--- config.mk ---
export PLATFORM = sky130hd
export DESIGN_NAME = double_ended_queue_unit
export DESIGN_NICKNAME = d
export VERILOG_FILES = /design/src/design/deq_pkg.sv /design/src/design/double_ended_queue_unit.sv /design/src/design/deq_ram.sv /design/src/design/deq_ptr.sv
export SDC_FILE = /design/constraint.sdc
export NUM_CORES = 1
export LEC_CHECK = 0
export BUFFER_PORTS_ARGS = -buffer_cell sky130_fd_sc_hd__buf_2
export CAP_MARGIN = 40
export CELL_PAD_IN_SITES_DETAIL_PLACEMENT = 1
export CELL_PAD_IN_SITES_GLOBAL_PLACEMENT = 1
export CORE_ASPECT_RATIO = 1.1
export CORE_UTILIZATION = 43
export CTS_BUF_LIST = sky130_fd_sc_hd__clkbuf_8
export DETAILED_ROUTE_END_ITERATION = 8
export PLACE_DENSITY = 0.74
export SLEW_MARGIN = 15
export SYNTH_ARGS = -nofsm -noshare
export SYNTH_HDL_FRONTEND = slang
export SYNTH_SLANG_ARGS = --single-unit
--- constraint.sdc ---
create_clock -name clk_i -period 5.65 [get_ports clk_i]
set_clock_uncertainty 0.2 [all_clocks]
set_input_delay 0.2825 -clock clk_i [delete_from_list [all_inputs] [get_ports clk_i]]
set_output_delay 0.2825 -clock clk_i [all_outputs]
set_load 0.01 [all_outputs]
--- src/design/deq_pkg.sv ---
`default_nettype none

package deq_pkg;

  // Queue geometry
  localparam int unsigned DEPTH       = 16;
  localparam int unsigned VALUE_WIDTH = 32;
  localparam int unsigned ADDR_WIDTH  = $clog2(DEPTH);
  localparam int unsigned CNT_WIDTH   = $clog2(DEPTH + 1);
  localparam int unsigned OP_WIDTH    = 3;
  localparam int unsigned ST_WIDTH    = 2;

  // Operation codes
  typedef enum logic [OP_WIDTH-1:0] {
    OP_PUSH_FRONT = 3'd0,
    OP_PUSH_BACK  = 3'd1,
    OP_POP_FRONT  = 3'd2,
    OP_POP_BACK   = 3'd3,
    OP_REVERSE    = 3'd4
  } op_e;

  // Result status codes
  typedef enum logic [ST_WIDTH-1:0] {
    ST_DONE      = 2'd0,
    ST_POP_EMPTY = 2'd1,
    ST_PUSH_FULL = 2'd2
  } status_e;

  // Sequencer states
  typedef enum logic [1:0] {
    S_IDLE,
    S_READ,
    S_OUT
  } deq_state_e;

  // Input transfer payload
  typedef struct packed {
    logic [OP_WIDTH-1:0]    operation;
    logic [VALUE_WIDTH-1:0] push_value;
  } in_t;

  // Output transfer payload
  typedef struct packed {
    logic [ST_WIDTH-1:0]    status;
    logic [VALUE_WIDTH-1:0] front_value;
    logic [VALUE_WIDTH-1:0] back_value;
    logic [CNT_WIDTH-1:0]   item_count;
    logic                   is_empty;
  } out_t;

  // Pointer update from the operation decoder
  typedef struct packed {
    status_e               status;
    logic [ADDR_WIDTH-1:0] head;
    logic [CNT_WIDTH-1:0]  count;
    logic                  rev;
    logic                  wr_en;
    logic [ADDR_WIDTH-1:0] wr_addr;
    logic [ADDR_WIDTH-1:0] front_addr;
    logic [ADDR_WIDTH-1:0] back_addr;
  } upd_t;

endpackage

`default_nettype wire

--- src/design/double_ended_queue_unit.sv ---
// Channel | Direction | Handshake              | Payload
// in      | input     | in_valid_i/in_ready_o  | in_data_i  (operation, push_value)
// out     | output    | out_valid_o/out_ready_i| out_data_o (status, front/back, count, empty)
//
// An operation runs as accept with pointer update and ring write, ring read of both
// end slots, then load of the output register. The ring RAM's registered read ports
// place the read between the write and the result.
// Reset clears head, count, reversed flag and the sequencer; ring contents stay as is.
// A stalled output holds the sequencer in its last step; input is taken only when idle.
`default_nettype none

module double_ended_queue_unit (
  input  logic          clk_i,
  input  logic          rst_ni,
  input  logic          in_valid_i,
  output logic          in_ready_o,
  input  deq_pkg::in_t  in_data_i,
  output logic          out_valid_o,
  input  logic          out_ready_i,
  output deq_pkg::out_t out_data_o
);

  import deq_pkg::*;

  deq_state_e state_q, state_d;

  logic [ADDR_WIDTH-1:0]  head_q, head_d;
  logic [CNT_WIDTH-1:0]   count_q, count_d;
  logic                   rev_q, rev_d;
  logic                   out_valid_q, out_valid_d;
  logic [ST_WIDTH-1:0]    status_q;
  out_t                   out_q, out_d;

  logic                   accept;
  logic                   ram_re;
  logic                   out_load;
  logic [VALUE_WIDTH-1:0] rdata_a;
  logic [VALUE_WIDTH-1:0] rdata_b;
  upd_t                   upd;

  assign accept = in_valid_i && in_ready_o;

  deq_ptr u_ptr (
    .operation_i (in_data_i.operation),
    .head_i      (head_q),
    .count_i     (count_q),
    .rev_i       (rev_q),
    .upd_o       (upd)
  );

  deq_ram #(
    .Width (VALUE_WIDTH),
    .Depth (DEPTH)
  ) u_ram (
    .clk_i     (clk_i),
    .we_i      (accept && upd.wr_en),
    .waddr_i   (upd.wr_addr),
    .wdata_i   (in_data_i.push_value),
    .re_i      (ram_re),
    .raddr_a_i (upd.front_addr),
    .raddr_b_i (upd.back_addr),
    .rdata_a_o (rdata_a),
    .rdata_b_o (rdata_b)
  );

  // Sequencer next state
  always_comb begin
    state_d = state_q;
    unique case (state_q)
      S_IDLE: begin
        if (in_valid_i) begin
          state_d = S_READ;
        end
      end
      S_READ: begin
        state_d = S_OUT;
      end
      S_OUT: begin
        if (!out_valid_q || out_ready_i) begin
          state_d = S_IDLE;
        end
      end
      default: begin
        state_d = S_IDLE;
      end
    endcase
  end

  // Sequencer outputs
  always_comb begin
    in_ready_o = 1'b0;
    ram_re     = 1'b0;
    out_load   = 1'b0;
    unique case (state_q)
      S_IDLE: begin
        in_ready_o = 1'b1;
      end
      S_READ: begin
        ram_re = 1'b1;
      end
      S_OUT: begin
        out_load = !out_valid_q || out_ready_i;
      end
      default: begin
        in_ready_o = 1'b0;
      end
    endcase
  end

  // Queue state update on accept
  always_comb begin
    head_d  = head_q;
    count_d = count_q;
    rev_d   = rev_q;
    if (accept) begin
      head_d  = upd.head;
      count_d = upd.count;
      rev_d   = upd.rev;
    end
  end

  // Result assembly; an empty queue shows zero values
  always_comb begin
    out_d             = '0;
    out_d.status      = status_q;
    out_d.item_count  = count_q;
    out_d.is_empty    = (count_q == '0);
    if (count_q != '0) begin
      out_d.front_value = rev_q ? rdata_b : rdata_a;
      out_d.back_value  = rev_q ? rdata_a : rdata_b;
    end
  end

  // Output valid: set on load, cleared on transfer
  always_comb begin
    out_valid_d = out_valid_q;
    if (out_load) begin
      out_valid_d = 1'b1;
    end else if (out_ready_i) begin
      out_valid_d = 1'b0;
    end
  end

  always_ff @(posedge clk_i or negedge rst_ni) begin
    if (!rst_ni) begin
      state_q     <= S_IDLE;
      head_q      <= '0;
      count_q     <= '0;
      rev_q       <= 1'b0;
      out_valid_q <= 1'b0;
    end else begin
      state_q     <= state_d;
      head_q      <= head_d;
      count_q     <= count_d;
      rev_q       <= rev_d;
      out_valid_q <= out_valid_d;
    end
  end

  // Payload registers
  always_ff @(posedge clk_i) begin
    if (accept) begin
      status_q <= upd.status;
    end
    if (out_load) begin
      out_q <= out_d;
    end
  end

  assign out_valid_o = out_valid_q;
  assign out_data_o  = out_q;

endmodule

`default_nettype wire

--- src/design/deq_ram.sv ---
`default_nettype none

module deq_ram #(
  parameter int unsigned Width = 32,
  parameter int unsigned Depth = 16
) (
  input  logic                     clk_i,
  input  logic                     we_i,
  input  logic [$clog2(Depth)-1:0] waddr_i,
  input  logic [Width-1:0]         wdata_i,
  input  logic                     re_i,
  input  logic [$clog2(Depth)-1:0] raddr_a_i,
  input  logic [$clog2(Depth)-1:0] raddr_b_i,
  output logic [Width-1:0]         rdata_a_o,
  output logic [Width-1:0]         rdata_b_o
);

  logic [Width-1:0] mem_q [Depth];

  // One write port, two registered read ports
  always_ff @(posedge clk_i) begin
    if (we_i) begin
      mem_q[waddr_i] <= wdata_i;
    end
    if (re_i) begin
      rdata_a_o <= mem_q[raddr_a_i];
      rdata_b_o <= mem_q[raddr_b_i];
    end
  end

endmodule

`default_nettype wire

--- src/design/deq_ptr.sv ---
`default_nettype none

module deq_ptr (
  input  logic [deq_pkg::OP_WIDTH-1:0]   operation_i,
  input  logic [deq_pkg::ADDR_WIDTH-1:0] head_i,
  input  logic [deq_pkg::CNT_WIDTH-1:0]  count_i,
  input  logic                           rev_i,
  output deq_pkg::upd_t                  upd_o
);

  import deq_pkg::*;

  localparam logic [CNT_WIDTH:0]     SumDepth = (CNT_WIDTH + 1)'(DEPTH);
  localparam logic [CNT_WIDTH-1:0]   CntFull  = CNT_WIDTH'(DEPTH);
  localparam logic [ADDR_WIDTH-1:0]  LastSlot = ADDR_WIDTH'(DEPTH - 1);

  // Ring slot base + off; off stays below DEPTH except for the back slot of an empty queue
  function automatic logic [ADDR_WIDTH-1:0] slot_add(input logic [ADDR_WIDTH-1:0] base,
                                                     input logic [CNT_WIDTH-1:0]  off);
    logic [CNT_WIDTH:0] sum;
    sum = (CNT_WIDTH + 1)'(base) + (CNT_WIDTH + 1)'(off);
    if (sum >= SumDepth) begin
      sum = sum - SumDepth;
    end
    return sum[ADDR_WIDTH-1:0];
  endfunction

  function automatic logic [ADDR_WIDTH-1:0] slot_dec(input logic [ADDR_WIDTH-1:0] base);
    return (base == '0) ? LastSlot : base - ADDR_WIDTH'(1);
  endfunction

  logic at_front_push;
  logic at_front_pop;

  assign at_front_push = (operation_i == OP_PUSH_FRONT) != rev_i;
  assign at_front_pop  = (operation_i == OP_POP_FRONT) != rev_i;

  // Operation decode and pointer update
  always_comb begin
    upd_o         = '0;
    upd_o.status  = ST_DONE;
    upd_o.head    = head_i;
    upd_o.count   = count_i;
    upd_o.rev     = rev_i;
    upd_o.wr_en   = 1'b0;
    upd_o.wr_addr = head_i;
    unique case (operation_i) inside
      OP_PUSH_FRONT, OP_PUSH_BACK: begin
        if (count_i == CntFull) begin
          upd_o.status = ST_PUSH_FULL;
        end else begin
          upd_o.wr_en = 1'b1;
          upd_o.count = count_i + CNT_WIDTH'(1);
          if (at_front_push) begin
            upd_o.head    = slot_dec(head_i);
            upd_o.wr_addr = slot_dec(head_i);
          end else begin
            upd_o.wr_addr = slot_add(head_i, count_i);
          end
        end
      end
      OP_POP_FRONT, OP_POP_BACK: begin
        if (count_i == '0) begin
          upd_o.status = ST_POP_EMPTY;
        end else begin
          upd_o.count = count_i - CNT_WIDTH'(1);
          if (at_front_pop) begin
            upd_o.head = slot_add(head_i, CNT_WIDTH'(1));
          end
        end
      end
      OP_REVERSE: begin
        upd_o.rev = !rev_i;
      end
      default: begin
        // unused codes leave the queue alone
      end
    endcase
    // physical end slots of the current contents
    upd_o.front_addr = head_i;
    upd_o.back_addr  = slot_add(head_i, count_i - CNT_WIDTH'(1));
  end

endmodule

`default_nettype wire

; Yosys cells after proc, flatten, opt, wreduce, memory -nomap -nowiden
; Memories as Yosys holds them, arrays and structs flattened. A register that Yosys moved wholly into a read port is not among the register bits.
; Cells that the tools add are included.
[op_classes]
reduce_logical = 18
n_lt_le_gt_ge = 3
n_addsub = 9
eq_ne = 15
muxes = 26
[op_table]
columns = cell, count
row1 = 32-bit two-way mux, 2
row2 = 4-bit two-way mux, 7
row3 = 11-bit one-hot mux with 2 select lines, 1
row4 = 9-bit two-way mux, 2
row5 = "4-bit by 1-bit subtractor with 4-bit output, second input constant", 4
row6 = 4-bit by 5-bit adder with 6-bit output, 2
row7 = "6-bit by 5-bit greater-or-equal comparator with 1-bit output, second input constant", 2
row8 = 5-bit two-way mux, 2
row9 = 1-bit two-way mux, 8
row10 = "2-bit != test, second input constant", 4
row11 = "3-bit by 2-bit == test with 1-bit output, second input constant", 2
row12 = 2-bit two-way mux, 3
row13 = 2-bit one-hot mux with 3 select lines, 1
row14 = 6-bit AND reduction, 1
row15 = "4-bit by 1-bit adder with 5-bit output, second input constant", 1
row16 = "5-bit by 1-bit adder with 5-bit output, second input constant", 1
row17 = "5-bit == test, second input constant", 1
row18 = "5-bit greater-or-equal comparator, second input constant", 1
row19 = 5-bit zero test, 1
row20 = 5-bit nonzero test, 1
row21 = "5-bit by 1-bit subtractor with 5-bit output, second input constant", 1
row22 = 4-bit zero test, 1
row23 = "2-bit by 1-bit != test with 1-bit output, second input constant", 2
row24 = 2-bit AND reduction, 2
row25 = 13 further kinds, 18
[totals]
n_memories = 1
ram_bits = 512
regBits = 87
out_inout_bits = 74
[memory_table]
columns = name, depth, word_bits, read_ports, rd_ports_with_merged_regs, wr, line_no
row1 = u_ram.mem_q, 16, 32, 2, 2, 1, deq_ram.sv:18  ; logic [Width-1:0] mem_q [Depth];

; Longest topological paths before layout
[logic_depth]
word_depth = 9
depth_mapped = 10
mapped_depth_nobuf = 8

; Cells and area by module
; From an unflattened synthesis, not the netlist that was laid out.
[unflattened]
cells_unflattened = 1540
area_unflattened_um2 = 29613.4
[by_module_without_submodules]
columns = mod, cells_each, seq_area_each_um2, instances, area_per_inst_um2
row1 = deq_ram, 1141, 17296.6, 1, 24828.8
row2 = double_ended_queue_unit, 260, 2547.4, 1, 3831.2
row3 = deq_ptr, 139, 0.0, 1, 953.4

; Worst setup path before layout
; Ideal clock, no wire load.
[synth_path]
path_kind = flip-flop to flip-flop
startpoint = register head_q[1]
endpoint = memory u_ram.mem_q[12][0], enable pin
period_less_slack_ns = 5.091
path_slack_ns = 0.559
path_buffers = 3
stages_incl_launch_ff = 11
t_arrival_ns = 4.421
path_cell_list = dfrtp_1 > clkbuf_1 > buf_2 > inv_1 > buf_2 > ha_1 > o21bai_1 > a21oi_1 > nor3_1 > o31ai_2 > a211oi_1
[synth_between]
elab_chain_cells = 6
[synth_lines]
columns = element, line_no
row1 = from (decl), double_ended_queue_unit.sv:27  ; logic [ADDR_WIDTH-1:0] head_q, head_d;
row2 = from (signal assigned), double_ended_queue_unit.sv:147  ; head_q <= '0;
row3 = from (signal assigned), double_ended_queue_unit.sv:153  ; head_q <= head_d;
row4 = 4-bit by 5-bit adder with 6-bit output, deq_ptr.sv:21  ; sum = (CNT_WIDTH + 1)'(base) + (CNT_WIDTH + 1)'(off);
row5 = 6-bit by 5-bit greater-or-equal comparator with 1-bit output or 4-bit by 1-bit subtractor with 4-bit output (tied branches), "deq_ptr.sv:22, deq_ptr.sv:23"
row6 = 4-bit two-way mux, deq_ptr.sv:22  ; if (sum >= SumDepth) begin
row7 = 4-bit two-way mux, deq_ptr.sv:54  ; if (at_front_push) begin
row8 = 5-bit two-way mux, deq_ptr.sv:49  ; if (count_i == CntFull) begin
row9 = 5-bit two-way mux *, deq_ptr.sv:47  ; unique case (operation_i) inside
row10 = to (decl), deq_ram.sv:18
; Mark *: on every way between the ends. The rest lies on a longest branch, timed or not.

; Worst setup path after layout
[layout_path]
startpoint = register head_q[1]
endpoint = memory u_ram.mem_q[4][17], enable pin
; Same word-level chain as after synthesis.

==> metrics.yaml <==
required_ns: 5.82
firstDrtPassIters: 5
io_buffers: 112
path_depth: 8
dp_hpwl_mm: 44.5
synthXorXnorAreaFrac: 0.00525
rsz0062_at_grt: "false"
p_per_area_nw_per_um2: 629
yosysMostFrequentCell: "edfxtp_1"
grt_max_degree: 72
synth_cells: 1361
report.final.slew_viol_count: 0
holdWs_ns: 0.243
synthArstFlopShare: 0.0196
synth_simple_gate_area_frac: 0.0217
synth_seq_cells: 663
die_h_microns: 278
die_area_sq_um: 70300
ff2ff_path_depth: 8
numCtsBuffers: 101
slew_headroom: 0.422
rows: 100
setup_violations: 0
yosys.cell_types.count: 64
p_sw_w: 0.00735
min_period_ns: 4.40
wl_per_cell_microns: 29.5
p_clk_frac: 0.187
clkLatencyLatePin_ns: 0.73
crit_chain: "buf_4 -> ha_1 -> a21oi_1 -> a21oi_1 -> o41a_1 -> nand4_1 -> a211oi_4 -> buf_12"
synth_compound_area_frac: 0.0126
synth_top_family_by_area: "multiplexers"
grt_usage: 0.219
n_fill_cell: 6176
cts_tree: "built"
synth_common_cells: "edfxtp_1, mux4_2, nor2_1, mux2i_1, buf_2"
syn_area_sq_um: 29800
cp_slowest_cell: "a211oi_4"
max-vdd-ir-drop_uv: 841
worstPathBufferInverterCount: 2
postCtsSetupBuffers: 0
critPathLaunchType: "flip-flop"
core_area_sq_um: 68100
grt_overflow: 0
routed_via_density: 6.06
worstPathMaxFanout: 33
vias: 15524
fin_nets: 1612
start_util: 0.437
synth-adder-area-share: 0.00555
path_clk_slew_ns: 0.06
drtIter0Drc: 1500
synth_ff_type: "edfxtp_1"
fmax_mhz: 227
drc: 0
maxCapViolCount: 0
clock_path_buffers: 3
intPower_w: 0.0140
hold_path_depth: 0
synth_edf_count: 650
routed_wl_mm: 75.6
ant_nets: 0
synth_area_leader_cell: "edfxtp_1"
routabilityCongestion: 0.827
cellLeakagePower_nw: 11.0
htree_levels: 3
clock-sinks: 663
cp_slowest_stage_delay_ns: 0.83
yosysSeqAreaShare: 0.666
switching_share: 0.344
outcome: "completed"
synth_area_leaders: "edfxtp_1, mux4_2, mux4_4"
synth_area_per_cell_sq_um: 21.9
worstMarginPinSlew_ns: 0.862
ios: 113
seq_power_share: 0.324
yosysWarningCount: 0
critPathTopFamily: "compound AO/OA/AOI/OAI gates"
cp_data_arrival_time_ns: 4.57
synth_mux_area_frac: 0.267
path_common_cell: "a21oi_1"
grt_pass1_vias: 16477
die_w_microns: 253
hold_path_class: "flip-flop to flip-flop"
cts_root_buffer: "clkbuf_8"
antenna_found_initial: 3
syn_to_final_growth_pct: 14.0
synth_top_area_share: 0.656
p_comb_frac: 0.489
finish.utilization: 0.499
hold_viol: 0
crit_type: "flip-flop to flip-flop"
drive_gt1_frac: 0.396
grt_pass1_wl_mm: 112
finalCritPeriodShare: 0.779
synth_fp_nets: 1412
cp-end-kind: "flip-flop"
setup-tns-final_ns: 0
[per-stage QoR]
stage | std cells | instance area [sq um] | power, W | setup slack (ns)
3_5_place_dp | 2335 | 31500 | 0.0175 | 1.25
2_1_floorplan | 1361 | 29800 | 0.0150 | 0.559
5_1_grt | 2561 | 33900 | 0.0223 | 1.08
3_3_place_gp | 2331 | 31400 | 0.0173 | 1.27
4_1_cts | 2558 | 33900 | 0.0216 | 1.18
6_report | 2561 | 33900 | 0.0213 | 1.25
[final cells by class]
type | count | area [sq um] | area share
Antenna cell | 1 | 2.50 | 0.0000737
Clock inverter | 80 | 576 | 0.0170
Tap cell | 918 | 1150 | 0.0338
Multi-Input combinational cell | 593 | 9460 | 0.279
Clock buffer | 104 | 1430 | 0.0422
Sequential cell | 663 | 19900 | 0.585
Timing Repair Buffer | 193 | 1440 | 0.0423
Inverter | 9 | 33.8 | 0.000995
[worst reg2reg max path, stage by stage, from the launching register on]
cell	delay (ns)
dfrtp_4	0.76
buf_4	0.60
ha_1	0.27
a21oi_1	0.08
a21oi_1	0.33
o41a_1	0.23
nand4_1	0.45
a211oi_4	0.83
buf_12	0.32
[layer usage]
layer | vias up | global-route usage | part of all wire
met4 | 4 | 0.0702 | 0.022
met5 | - | 0 | 0.00036
met3 | 123 | 0.0368 | 0.072
met1 | 8378 | 0.290 | 0.39
met2 | 739 | 0.369 | 0.52
li1 | 6280 | - | -
[final timing paths]
| path | startpoint | end | slack (ns) |
|---|---|---|---|
| max in group asynchronous | rst_ni | head_q[0] | 4.25 |
| min in group asynchronous | rst_ni | out_valid_o | 0.48 |
| min reg2reg | status_q[1] | out_data_o[71] | 0.24 |
| max reg2reg | head_q[1] | u_ram.mem_q[4][17] | 1.25 |
| max | head_q[1] | u_ram.mem_q[4][17] | 1.25 |
| min | status_q[1] | out_data_o[71] | 0.24 |
[timing repair]
item,in CTS,in global routing
hold endpoints to repair,535,0
hold buffers,39,0
resized for setup,0,0
[cell usage in the layout (no fill, tap or decap), types with 13 or more instances in the layout]
master / count
mux2i_1: 66
buf_2: 112
dlygate4sd3_1: 39
buf_4: 29
mux4_2: 290
nor2_4: 13
edfxtp_1: 650
clkinv_1: 27
mux4_4: 28
inv_1: 33
clkbuf_8: 104
nor2_1: 74
[power groups by stage]
stage	Clock (W)	Combinational, W	Sequential, W
final	0.00400	0.0104	0.00691
after global routing	0.00424	0.0111	0.00697
after CTS	0.00408	0.0106	0.00692
after detailed placement	0	0.0105	0.00701
after global placement	0	0.0103	0.00698
after floorplan	0	0.00823	0.00675
[logic make-up (layout without fill, tap and decap cells)]
logic type / after synthesis / after routing
muxes: 386 / 386
DFF: 663 / 663
AOI/OAI and AO/OA: 46 / 46
xor gates and xnor gates: 14 / 14
buffers and inverters: 105 / 386
other: 0 / 1
adders and majority gates: 12 / 12
and+or+nand+nor: 135 / 135
[sequential cells by signal, indices dropped and copies added (netlist names)]
signal           flops
status_q             2
u_ram.rdata_a_o     32
u_ram.rdata_b_o     32
state_q              2
u_ram.mem_q        512
head_q               4
out_data_o          72
out_valid_o          1
rev_q                1
count_q              5
(Power assumes the default switching activity.)
